File: src/hdl/tld_pkg.sv
// Package for the teletype line discipline: codes, character constants,
// derived widths and the structs passed between the editor and the emitter.
// No dependencies.
`timescale 1ns / 1ps

package tld_pkg;

    localparam int LINE_SIZE = 128;
    localparam int LS_AW     = $clog2(LINE_SIZE);
    localparam int FILL_W    = $clog2(LINE_SIZE + 1);
    localparam int MAP_DEPTH = 128;

    // request kinds
    localparam logic [2:0] MODE_KEY  = 3'd0;
    localparam logic [2:0] MODE_MAP  = 3'd1;
    localparam logic [2:0] MODE_READ = 3'd2;
    localparam logic [2:0] MODE_REL  = 3'd3;
    localparam logic [2:0] MODE_OUT  = 3'd4;

    // buffer states
    localparam logic [1:0] ST_IDLE  = 2'd0;
    localparam logic [1:0] ST_BUSY  = 2'd1;
    localparam logic [1:0] ST_READY = 2'd2;

    // config register index
    localparam logic REG_ECHO = 1'b0;

    localparam logic [7:0] CH_BEL   = 8'h07;
    localparam logic [7:0] CH_BS    = 8'h08;
    localparam logic [7:0] CH_LF    = 8'h0a;
    localparam logic [7:0] CH_CR    = 8'h0d;
    localparam logic [7:0] CH_DC1   = 8'h11;
    localparam logic [7:0] CH_ESC   = 8'h1b;
    localparam logic [7:0] CH_SP    = 8'h20;
    localparam logic [7:0] CH_BANG  = 8'h21;
    localparam logic [7:0] CH_LT    = 8'h3c;
    localparam logic [7:0] CH_GT    = 8'h3e;
    localparam logic [7:0] CH_LBR   = 8'h7b;
    localparam logic [7:0] CH_RBR   = 8'h7d;
    localparam logic [7:0] CH_TILDE = 8'h7e;
    localparam logic [7:0] CH_DEL   = 8'h7f;

    // one item's results: n == 0 means a single result without a character
    typedef struct packed {
        logic [2:0][7:0] chars;
        logic [1:0]      n;
        logic            intr;
        logic            refused;
        logic            disc;
        logic [7:0]      len;
        logic [1:0]      bstate;
    } t_desc;

    typedef struct packed {
        t_desc             desc;
        logic              use_map;
        logic              use_ls;
        logic              ls_zero;
        logic              store;
        logic              map_hit;
        logic              byp;
        logic [6:0]        map_addr;
        logic [LS_AW-1:0]  st_addr;
        logic [7:0]        byp_data;
    } t_s1;

endpackage

File: src/hdl/tld_edit.sv
// Editor stage: buffer state, character map and line store memories,
// and the register stage that resolves memory read data into a result set.
// Depends on tld_pkg.
`timescale 1ns / 1ps

module tld_edit (
    input  logic                 i_clk,
    input  logic                 i_rst_n,
    input  logic                 i_echo,
    input  logic                 i_vld,
    output logic                 o_rdy,
    input  logic [2:0]           i_mode,
    input  logic [7:0]           i_byte,
    input  logic [6:0]           i_index,
    output logic                 o_vld,
    output tld_pkg::t_desc       o_desc,
    input  logic                 i_take
);

    logic [tld_pkg::FILL_W-1:0]    r_fill, n_fill, fill0;
    logic [1:0]                    r_state, n_state;
    logic                          r_s1_vld;
    tld_pkg::t_s1                  r_s1, n_s1;
    logic [tld_pkg::MAP_DEPTH-1:0] r_map_vld;
    logic [7:0]                    map_mem [tld_pkg::MAP_DEPTH];
    logic [7:0]                    ls_mem  [tld_pkg::LINE_SIZE];
    logic [7:0]                    r_map_rd, r_ls_rd;
    logic [7:0]                    s1_mapped, s1_lsval;
    logic                          accept, in_range;
    logic [tld_pkg::LS_AW-1:0]     rd_addr;

    assign o_rdy    = !r_s1_vld || i_take;
    assign accept   = i_vld && o_rdy;
    assign in_range = 32'(i_index) < tld_pkg::LINE_SIZE;
    assign rd_addr  = tld_pkg::LS_AW'(i_index);
    assign fill0    = (r_state == tld_pkg::ST_IDLE) ? '0 : r_fill;

    always_comb begin
        n_s1          = '0;
        n_fill        = r_fill;
        n_state       = r_state;
        n_s1.map_addr = i_byte[6:0];
        case (i_mode)
            tld_pkg::MODE_KEY: begin
                if (r_state == tld_pkg::ST_READY) begin
                    n_s1.desc.refused = 1'b1;
                end else begin
                    n_fill  = fill0;
                    n_state = tld_pkg::ST_BUSY;
                    if (i_byte == tld_pkg::CH_CR) begin
                        n_state            = tld_pkg::ST_READY;
                        n_s1.desc.intr     = 1'b1;
                        n_s1.desc.chars[0] = tld_pkg::CH_CR;
                        n_s1.desc.chars[1] = tld_pkg::CH_LF;
                        n_s1.desc.n        = 2'd2;
                    end else begin
                        if (i_byte inside {tld_pkg::CH_BS, tld_pkg::CH_DEL}) begin
                            if (fill0 != '0) begin
                                n_fill             = fill0 - tld_pkg::FILL_W'(1);
                                n_s1.desc.chars[0] = tld_pkg::CH_BS;
                                n_s1.desc.chars[1] = tld_pkg::CH_SP;
                                n_s1.desc.chars[2] = tld_pkg::CH_BS;
                                n_s1.desc.n        = 2'd3;
                            end
                        end else if (i_byte == tld_pkg::CH_ESC) begin
                            n_fill             = '0;
                            n_s1.desc.chars[0] = tld_pkg::CH_TILDE;
                            n_s1.desc.chars[1] = tld_pkg::CH_CR;
                            n_s1.desc.chars[2] = tld_pkg::CH_LF;
                            n_s1.desc.n        = 2'd3;
                        end else if (i_byte inside {[tld_pkg::CH_SP:tld_pkg::CH_TILDE]} &&
                                     fill0 < tld_pkg::FILL_W'(tld_pkg::LINE_SIZE)) begin
                            n_s1.store   = 1'b1;
                            n_s1.use_map = 1'b1;
                            n_s1.st_addr = tld_pkg::LS_AW'(fill0);
                            n_fill       = fill0 + tld_pkg::FILL_W'(1);
                            n_s1.desc.n  = 2'd1;
                        end else begin
                            n_s1.desc.chars[0] = tld_pkg::CH_BEL;
                            n_s1.desc.n        = 2'd1;
                        end
                        if (n_fill == '0) begin
                            n_state        = tld_pkg::ST_IDLE;
                            n_s1.desc.intr = 1'b1;
                        end
                    end
                    if (!i_echo) begin
                        n_s1.desc.n = 2'd0;
                    end
                end
            end
            tld_pkg::MODE_MAP: begin
            end
            tld_pkg::MODE_READ: begin
                n_s1.use_ls  = 1'b1;
                n_s1.ls_zero = !in_range;
                n_s1.desc.n  = 2'd1;
            end
            tld_pkg::MODE_REL: begin
                n_state        = tld_pkg::ST_IDLE;
                n_fill         = '0;
                n_s1.desc.intr = 1'b1;
            end
            tld_pkg::MODE_OUT: begin
                n_s1.desc.n = 2'd1;
                case (i_byte)
                    tld_pkg::CH_RBR: begin
                        n_s1.desc.disc = 1'b1;
                        n_s1.desc.n    = 2'd0;
                    end
                    tld_pkg::CH_GT:   n_s1.desc.chars[0] = tld_pkg::CH_DC1;
                    tld_pkg::CH_LT:   n_s1.desc.chars[0] = tld_pkg::CH_DEL;
                    tld_pkg::CH_LBR:  n_s1.desc.chars[0] = tld_pkg::CH_CR;
                    tld_pkg::CH_BANG: n_s1.desc.chars[0] = tld_pkg::CH_LF;
                    default:          n_s1.desc.chars[0] = i_byte;
                endcase
            end
            default: begin
            end
        endcase
        n_s1.desc.len    = 8'(n_fill);
        n_s1.desc.bstate = n_state;
        n_s1.map_hit     = r_map_vld[i_byte[6:0]];
        // store still pending in s1 is written on this same edge
        n_s1.byp         = r_s1_vld && r_s1.store && in_range && (r_s1.st_addr == rd_addr);
        n_s1.byp_data    = s1_mapped;
    end

    // unloaded map entries read as identity
    assign s1_mapped = r_s1.map_hit ? r_map_rd : {1'b0, r_s1.map_addr};
    assign s1_lsval  = r_s1.ls_zero ? 8'd0 : (r_s1.byp ? r_s1.byp_data : r_ls_rd);

    always_comb begin
        o_desc = r_s1.desc;
        if (r_s1.use_map) begin
            o_desc.chars[0] = s1_mapped;
        end else if (r_s1.use_ls) begin
            o_desc.chars[0] = s1_lsval;
        end
    end
    assign o_vld = r_s1_vld;

    always_ff @(posedge i_clk) begin
        if (!i_rst_n) begin
            r_fill    <= '0;
            r_state   <= tld_pkg::ST_IDLE;
            r_s1_vld  <= 1'b0;
            r_map_vld <= '0;
        end else begin
            if (accept) begin
                r_fill   <= n_fill;
                r_state  <= n_state;
                r_s1_vld <= 1'b1;
                if (i_mode == tld_pkg::MODE_MAP) begin
                    r_map_vld[i_index] <= 1'b1;
                end
            end else if (i_take) begin
                r_s1_vld <= 1'b0;
            end
        end
    end

    always_ff @(posedge i_clk) begin
        if (accept) begin
            r_s1 <= n_s1;
        end
    end

    // character map: one write, one registered read
    always_ff @(posedge i_clk) begin
        if (accept && i_mode == tld_pkg::MODE_MAP) begin
            map_mem[i_index] <= i_byte;
        end
        if (accept) begin
            r_map_rd <= map_mem[i_byte[6:0]];
        end
    end

    // line store: written when the key leaves s1
    always_ff @(posedge i_clk) begin
        if (r_s1_vld && i_take && r_s1.store) begin
            ls_mem[r_s1.st_addr] <= s1_mapped;
        end
        if (accept) begin
            r_ls_rd <= ls_mem[rd_addr];
        end
    end

    a_fill_bound: assert property (@(posedge i_clk) disable iff (!i_rst_n)
        r_fill <= tld_pkg::FILL_W'(tld_pkg::LINE_SIZE))
        else $error("fill count beyond line size");

    a_idle_empty: assert property (@(posedge i_clk) disable iff (!i_rst_n)
        r_state == tld_pkg::ST_IDLE |-> r_fill == '0)
        else $error("idle buffer holds characters");

    a_refuse: assert property (@(posedge i_clk) disable iff (!i_rst_n)
        accept && i_mode == tld_pkg::MODE_KEY && r_state == tld_pkg::ST_READY
        |=> r_s1.desc.refused && $stable(r_fill) && r_state == tld_pkg::ST_READY)
        else $error("key in read-ready state not refused");

    a_s1_hold: assert property (@(posedge i_clk) disable iff (!i_rst_n)
        r_s1_vld && !i_take |=> r_s1_vld && $stable(r_s1))
        else $error("stalled s1 entry changed");

endmodule

File: src/hdl/tld_emit.sv
// Result emitter: holds one item's result set and sends its 1 to 3
// results in order on the output stream. Depends on tld_pkg.
`timescale 1ns / 1ps

module tld_emit (
    input  logic             i_clk,
    input  logic             i_rst_n,
    input  logic             i_vld,
    input  tld_pkg::t_desc   i_desc,
    output logic             o_take,
    output logic             o_vld,
    input  logic             i_rdy,
    output logic [7:0]       o_char,
    output logic             o_cvalid,
    output logic             o_last,
    output tld_pkg::t_desc   o_desc
);

    logic            r_vld;
    tld_pkg::t_desc  r_desc;
    logic [1:0]      r_beat;
    logic            last_beat;

    assign last_beat = (r_desc.n == 2'd0) || (r_beat == r_desc.n - 2'd1);
    assign o_take    = !r_vld || (i_rdy && last_beat);
    assign o_vld     = r_vld;
    assign o_last    = last_beat;
    assign o_cvalid  = r_desc.n != 2'd0;
    assign o_char    = o_cvalid ? r_desc.chars[r_beat] : 8'd0;
    assign o_desc    = r_desc;

    always_ff @(posedge i_clk) begin
        if (!i_rst_n) begin
            r_vld  <= 1'b0;
            r_beat <= '0;
        end else if (o_take) begin
            r_vld  <= i_vld;
            r_beat <= '0;
        end else if (i_rdy) begin
            r_beat <= r_beat + 2'd1;
        end
    end

    always_ff @(posedge i_clk) begin
        if (o_take) begin
            r_desc <= i_desc;
        end
    end

endmodule

File: src/hdl/teletype_line_discipline.sv
// Teletype line discipline: an item enters on every cycle the output side
// keeps up; the request registers into the editor stage together with the
// character map and line store reads, then passes through one output
// register. An item holds the output until all its results are sent:
// a key gives up to three echo characters, every other request one result.
// The line store and the character map are single-port-write memories
// with registered reads; a map entry never loaded reads as its own index.
// Depends on tld_pkg, tld_edit and tld_emit.
`timescale 1ns / 1ps

module teletype_line_discipline (
    input  logic        i_clk,
    input  logic        i_rst_n,
    input  logic        s_tvalid,
    output logic        s_tready,
    input  logic [15:0] s_tdata,   // [7:0] data_byte, [14:8] index, [15] zero
    input  logic [2:0]  s_tuser,   // [2:0] mode
    output logic        m_tvalid,
    input  logic        m_tready,
    output logic [23:0] m_tdata,   // [7:0] out_char, [8] out_valid, [9] line_ready,
                                   // [10] interrupt, [18:11] line_length,
                                   // [20:19] buffer_status, [21] refused,
                                   // [22] disconnect_request, [23] zero
    output logic        m_tlast,
    input  logic        psel,
    input  logic        penable,
    input  logic        pwrite,
    input  logic [2:0]  paddr,
    input  logic [31:0] pwdata,
    output logic [31:0] prdata,
    output logic        pready
);

    logic            r_echo;
    logic            s1_vld, take, cvalid;
    logic [7:0]      out_char;
    tld_pkg::t_desc  s1_desc, em_desc;

    assign pready = 1'b1;
    assign prdata = (paddr[2] == tld_pkg::REG_ECHO) ? {31'd0, r_echo} : 32'd0;

    always_ff @(posedge i_clk) begin
        if (!i_rst_n) begin
            r_echo <= 1'b1;
        end else if (psel && penable && pwrite && pready &&
                     paddr[2] == tld_pkg::REG_ECHO) begin
            r_echo <= pwdata[0];
        end
    end

    tld_edit u_edit (
        .i_clk   (i_clk),
        .i_rst_n (i_rst_n),
        .i_echo  (r_echo),
        .i_vld   (s_tvalid),
        .o_rdy   (s_tready),
        .i_mode  (s_tuser),
        .i_byte  (s_tdata[7:0]),
        .i_index (s_tdata[14:8]),
        .o_vld   (s1_vld),
        .o_desc  (s1_desc),
        .i_take  (take)
    );

    tld_emit u_emit (
        .i_clk    (i_clk),
        .i_rst_n  (i_rst_n),
        .i_vld    (s1_vld),
        .i_desc   (s1_desc),
        .o_take   (take),
        .o_vld    (m_tvalid),
        .i_rdy    (m_tready),
        .o_char   (out_char),
        .o_cvalid (cvalid),
        .o_last   (m_tlast),
        .o_desc   (em_desc)
    );

    assign m_tdata = {1'b0, em_desc.disc, em_desc.refused, em_desc.bstate, em_desc.len,
                      em_desc.intr, em_desc.bstate == tld_pkg::ST_READY, cvalid, out_char};

endmodule

File: config.mk
export PLATFORM = sky130hd
export DESIGN_NAME = teletype_line_discipline
export DESIGN_NICKNAME = d
export VERILOG_FILES = /design/src/hdl/tld_pkg.sv /design/src/hdl/tld_edit.sv /design/src/hdl/tld_emit.sv /design/src/hdl/teletype_line_discipline.sv
export SDC_FILE = /design/constraint.sdc
export NUM_CORES = 2
export LEC_CHECK = 0
export CORE_MARGIN = 5
export CORE_UTILIZATION = 63
export CTS_CLUSTER_DIAMETER = 60
export DETAILED_ROUTE_END_ITERATION = 8
export DONT_BUFFER_PORTS = 1
export PLACE_DENSITY = 0.76
export SYNTH_ARGS = -nofsm -noshare
export SYNTH_HDL_FRONTEND = slang
export SYNTH_SLANG_ARGS = --single-unit
File: constraint.sdc
create_clock -name i_clk -period 8.2 [get_ports i_clk]
set_input_delay 0.82 -clock i_clk [delete_from_list [all_inputs] [get_ports i_clk]]
set_output_delay 0.82 -clock i_clk [all_outputs]
set_load 0.01 [all_outputs]
* Word-level counts from Yosys, hierarchy flattened
Memory sizes are Yosys's and may differ from the RTL's. A register that Yosys moved wholly into a read port is not among the register bits.
Index checks and enable logic that the tools add are counted.
** Cells by class
- Add/subtract/negate cells :: 4
- Magnitude comparators :: 7
- Equality and inequality tests :: 17
- Multiplexer cells :: 52
- Bitwise gates (word level) :: 5
- Reduce and logical (&&, ||, !) cells :: 32
** Operator list (number)
- two-way mux 8 bit :: 17
- bitwise OR 128 bit :: 1
- two-way mux 22 bit :: 2
- case mux 8 bit (5 select lines) :: 1
- case mux 8 bit (2 select lines) :: 2
- == test 8 x 6 -> 1 bit, second input constant :: 3
- == test 8 x 7 -> 1 bit, second input constant :: 3
- binary-select mux 8 bit (select 2 bit) :: 1
- == test 8 x 4 -> 1 bit, second input constant :: 2
- < comparator 7 x 8 -> 1 bit, second input constant :: 2
- two-way mux 1 bit :: 15
- two-way mux 15 bit :: 1
- logical AND 1 bit :: 13
- two-way mux 12 bit :: 1
- two-way mux 11 bit :: 1
- two-way mux 10 bit :: 1
- adder 8 x 1 -> 8 bit, second input constant :: 1
- == test 8 x 5 -> 1 bit, second input constant :: 1
- >= comparator 8 x 6 -> 1 bit, second input constant :: 1
- <= comparator 8 x 7 -> 1 bit, second input constant :: 1
- logical NOT 8 bit :: 1
- < comparator 8 bit, second input constant :: 1
- two-way mux 2 bit :: 4
- nonzero test 8 bit :: 1
- other kinds (28) :: 40
** Storage, ports and cells
- Bits in registers :: 248
- RAM bits :: 2048
- Input port bits :: 61
- Output and inout port bits :: 60
- Logic and storage cells :: 153
- Memories :: 2
** Memories
- u_edit.ls_mem :: words 128, bits a word 8, read ports 1, clocked after Yosys merged registers in 1, write ports 1, line tld_edit.sv:26 : logic [7:0] ls_mem [tld_pkg::LINE_SIZE];
- u_edit.map_mem :: words 128, bits a word 8, read ports 1, clocked after Yosys merged registers in 1, write ports 1, line tld_edit.sv:25 : logic [7:0] map_mem [tld_pkg::MAP_DEPTH];

* Depth between registers and ports, before layout
- Depth after elaboration :: 16
- Mapped depth :: 12
- Gate-level depth less buffers :: 10

* Cells and area by module
Synthesis repeated with hierarchy kept, for this count alone.
** Unflattened totals
- Cells, all modules :: 4726
- Area total of the unflattened synthesis :: 88662.5 um^2
** By module, submodules not included
- tld_edit :: instances 1, cells an instance 4580, area an instance 86695.6 um^2, seq. area each 66383.7 um^2
- tld_emit :: instances 1, cells an instance 103, area an instance 1625.3 um^2, seq. area each 1231.2 um^2
- teletype_line_discipline :: instances 1, cells an instance 43, area an instance 341.6 um^2, seq. area each 20.0 um^2

* Least setup slack after synthesis
OpenSTA, ideal clock, no wires.
- Kind :: register to register
- From :: register u_emit.r_desc (netlist bit u_emit.o_desc[13])
- To :: register u_edit.r_fill[1] (netlist bit)
- Setup time :: 0.057 ns
- Arrival time :: 3.340 ns
- Data required time :: 8.143 ns
- Setup slack :: 4.803 ns
- Cell stages (with the launch flop) :: 11
- Buffers on the path :: 0
- Clock period less this slack :: 3.397 ns
- Cells stage by stage :: edfxtp_1 > inv_1 > ha_1 > xnor2_1 > o21ai_1 > a211oi_1 > inv_1 > nand2_1 > inv_1 > o21ai_0 > o21ba_2
** On the way
- Cells in the longest elaborated chain, start to end :: 7
- Elaborated cells between the ends (all ways) :: 8
- Classes of those cells :: 1 x add/sub; 1 x eq/ne; 6 x reduce/logical
** Ends and longest elaborated chain
- start, declared :: line tld_emit.sv:20 : tld_pkg::t_desc r_desc;
- start signal, assigned :: line tld_emit.sv:46 : r_desc <= i_desc;
- subtractor 2 x 1 -> 2 bit :: line tld_emit.sv:24 : assign last_beat = (r_desc.n == 2'd0) || (r_beat == r_desc.n - 2'd1);
- == test 2 bit :: line tld_emit.sv:24
- logical OR 1 bit (*) :: line tld_emit.sv:24
- net m_tlast :: line teletype_line_discipline.sv:24 : output logic m_tlast,
- logical AND 1 bit (*) :: line tld_emit.sv:25 : assign o_take = !r_vld || (i_rdy && last_beat);
- logical OR 1 bit (*) :: line tld_emit.sv:25
- logical OR 1 bit (*) :: line tld_edit.sv:32 : assign o_rdy = !r_s1_vld || i_take;
- net s_tready :: line teletype_line_discipline.sv:15 : output logic s_tready,
- logical AND 1 bit (*) :: line tld_edit.sv:33 : assign accept = i_vld && o_rdy;
- net u_edit.accept :: line tld_edit.sv:29 : logic accept, in_range;
- end signal, assigned :: line tld_edit.sv:151 : r_fill <= n_fill;
- end, declared :: line tld_edit.sv:20 : logic [tld_pkg::FILL_W-1:0] r_fill, n_fill, fill0;
Mark *: on every way through the listed nets, which the timed path passes. The rest lies on a longest branch.
A chain may end at the register's enable or synchronous reset.

* Worst setup path after layout
- From :: register u_emit.r_desc (netlist bit u_emit.o_desc[13])
- To :: memory u_edit.ls_mem[103][1], enable pin
** On the way
- Cells in the longest elaborated chain, start to end :: 9
- Elaborated cells between the ends (all ways) :: 10
- Classes of those cells :: 1 x add/sub; 1 x eq/ne; 2 x mux; 6 x reduce/logical
** Ends and longest elaborated chain
- subtractor 2 x 1 -> 2 bit :: line tld_emit.sv:24
- == test 2 bit :: line tld_emit.sv:24
- logical OR 1 bit (*) :: line tld_emit.sv:24
- net m_tlast :: line teletype_line_discipline.sv:24
- logical AND 1 bit (*) :: line tld_emit.sv:25
- logical OR 1 bit (*) :: line tld_emit.sv:25
- logical AND 1 bit (*) (2 in a row) :: line tld_edit.sv:181 : if (r_s1_vld && i_take && r_s1.store) begin
- two-way mux 1 bit (*) :: line tld_edit.sv:181
- two-way mux 1 bit (not written as such) (*) :: line tld_edit.sv:182 : ls_mem[r_s1.st_addr] <= s1_mapped;
- end, declared :: line tld_edit.sv:26
Marked as above.

==> reports/results.ini <==
[outcome]
status = finished with violations
violations = slew limit

[yosys]
async_reset_ff_share_pct = 0
syn_avg_cell_area_um2 = 19.0
ys_ff_latch = 2289
synthCells = 4636
synth_edf_count = 2146
yosysSeqAreaShare_pct = 76.6
yosys.area_share.simple_pct = 3.45
synth_fa_ha_area_share_pct = 0.0427
synth_top_family_by_area = multiplexers
yosys_warnings = 0
synth_cell_type_count = 78
muxShareOfSynthArea_pct = 10.5
synth_xor_xnor_area_share_pct = 0.150
synth_flop_cell = edfxtp_1
synth_area_mm2 = 0.0879
synth_compound_area_share_pct = 7.32

[route]
wirelength_um = 213000
via_per_inst = 6.97
wl_per_cell_um = 32.0
drcViolationCount = 0
vias = 46600
first_pass_iters = 8
drt-initial-drc-count = 6860
ant_nets = 0

[global_route]
overflow = 0
grt_usage_pct = 29.1
grt_pass1_wl_um = 312000
grt_antenna_before_repair = 7
grt_start_max_net_pins = 429
grt_pass1_vias = 45400

[clock_tree]
ctsResizeCount = 0
cts_root_buf = clkbuf_16
cts_buffers = 215
clk_path_buf_depth = 3
cts-hold-fix-buffers = 0
clkSinkCount = 2289
cts_tree = done
htreeDepth = 4
postCtsSetupRepairBufs = 0
clkLatencyLatePin_ns = 0.84
clkTransAtPathRegs_ns = 0.06

[sta]
relSlewSlack_pct = -17.6
fmax_ghz = 0.233
rsz0062_at_grt = no
hold_viol = 0
finalSetupViolCount = 0
finalCritPeriodShare_pct = 52.3
drv_slew = 142
finalClockSkew_ns = 0.0697
setup_tns_ns = 0
worst_pin_slew_ns = 1.76
fin_crit_ns = 4.29

[cells_and_area]
multiInputGateArea_mm2 = 0.0191
final_cells = 6677
final_common_cell = edfxtp_1
area.growth.synth_to_final_pct = 9.60
seqCellArea_mm2 = 0.0673
final_nets = 4675
layout-drive-gt1-share_pct = 16.9
layout.cells.most_common_list = edfxtp_1, mux4_2, nor2_1
final_area_mm2 = 0.0963
diodes = 0
nFillCells = 8284

[floorplan]
core_mm2 = 0.139
row_count = 137
die_h_um = 383
dieArea_mm2 = 0.147
die_width_um = 383
initial_utilization_pct = 63.2
io_pins = 121

[placement]
io_buffers = 0
dp_cells = 6270
dp_hpwl_um = 117000
place_area_mm2 = 0.0893
gp_congestion = 0.900

[worst_setup_path]
crit_chain = inv_1 > ha_1 > xnor2_1 > o21ai_1 > a21oi_1 > buf_4 > nor3b_1 > nand3_2 > nor2_1
r2r_slack_ns = 3.91
worstSetupPathType = reg -> reg
crit_required_ns = 8.66
cpPeakStageDelay_ns = 1.07
start_kind = flop
arrival_ns = 4.75
crit_path_end_kind = flop
cp_slowest_cell = nor2_1
cp_max_fo = 16

[pwr]
ir_worst_vdd_uv = 228
power.density_mw_per_mm2 = 246
leakagePower_nw = 29.8

[flow_run]
max_cap_violations = 0

[hold_path]
hp-class = in -> reg

==> path summary, 6_finish.rpt <==
check | start | to | depth (start not counted)
max | u_emit.o_desc[13] | u_edit.ls_mem[103][1] | 9
min reg2reg | u_edit.o_desc[6] | u_emit.o_desc[6] | 0
max reg2reg | u_emit.o_desc[13] | u_edit.ls_mem[103][1] | 9
min | s_tdata[4] | u_edit.map_mem[90][4] | 0
==> worst max-delay path: cells and delay by family, from the launching register on <==
family                   cells  cell delay [ns]
AND/OR/NAND/NOR              3             2.42
XOR/XNOR                     1             0.12
flip-flops                   1             0.42
AO/OA/AOI/OAI                2             0.44
buffers and inverters        2             0.27
adder cells (fa/ha/maj)      1             0.23
==> flip-flops by register name, indices dropped and copies added, names as in the netlist, 2 cells and up <==
name / cells
u_edit.r_fill: 8
u_emit.r_beat: 2
u_edit.r_state: 2
u_edit.r_map_vld: 128
u_edit.r_s1: 34
u_edit.ls_mem: 1024
u_edit.r_map_rd: 8
u_emit.o_desc: 28
u_edit.r_ls_rd: 8
u_edit.map_mem: 1024
u_edit.o_desc: 20
==> layout make-up <==
type / instances / share of cell area [%]
sequential: 2289 / 69.9
multi-input combinational: 2023 / 19.9
clock buffer: 297 / 6.09
tap: 1876 / 2.44
clock inverter: 110 / 1.17
timing repair buffer: 56 / 0.450
inverter: 26 / 0.105
==> kinds of logic (layout without fill, tap and decap cells) <==
kind of cell             Yosys count  after routing
flip-flops                      2289           2289
AO/OA/AOI/OAI                    852            852
multiplexers                     459            459
other                              2             33
XOR/XNOR                          15             15
AND/OR/NAND/NOR                  661            661
buffers and inverters            355            489
adder cells (fa/ha/maj)            3              3
==> power breakdown <==
part,internal [W],switching [W]
Sequential,0.0129,0.0000404
Combinational,0.000343,0.000609
Clock,0.00550,0.00427
Total,0.0187,0.00492
==> synthesized netlist by cell type, types with 17 or more instances <==
cell	instances	area, um2
nand2_1	126	473
nor2b_1	19	119
nand4_1	55	344
clkbuf_1	145	544
mux4_2	369	8310
o21a_1	133	998
edfxtp_1	2146	64400
a22o_1	73	639
dfxtp_1	143	2860
buf_4	51	383
nand3_1	43	215
buf_1	43	161
inv_1	20	75.1
a21oi_1	35	175
mux2_2	35	394
a221oi_1	80	701
nor4_1	17	106
a22oi_1	302	2270
o21ai_0	65	325
nor2_1	314	1180
mux2i_1	55	551
a31oi_1	42	263
nor3_1	24	120
buf_2	87	435
==> metrics by stage <==
step                hold slack (ns)  power [W]  util (%)  setup slack (ns)
CTS                          0.0194     0.0237      69.3              4.08
floorplan                     0.400     0.0139         -              4.80
finish                       0.0841     0.0236      69.3              3.91
global route                 0.0184     0.0243      69.3              3.76
detailed placement            0.406     0.0141      64.2              3.87
global placement              0.403     0.0141      64.2              3.82
==> metal layers <==
layer | GRT usage [%] | part of all wire [%] | vias to the layer above
met5 | 0 | 0.031 | -
met3 | 7.21 | 12 | 501
met2 | 45.1 | 48 | 3220
met1 | 41.2 | 36 | 23800
li1 | - | - | 19000
met4 | 10.2 | 3.8 | 10
(Power assumes the default switching activity.)
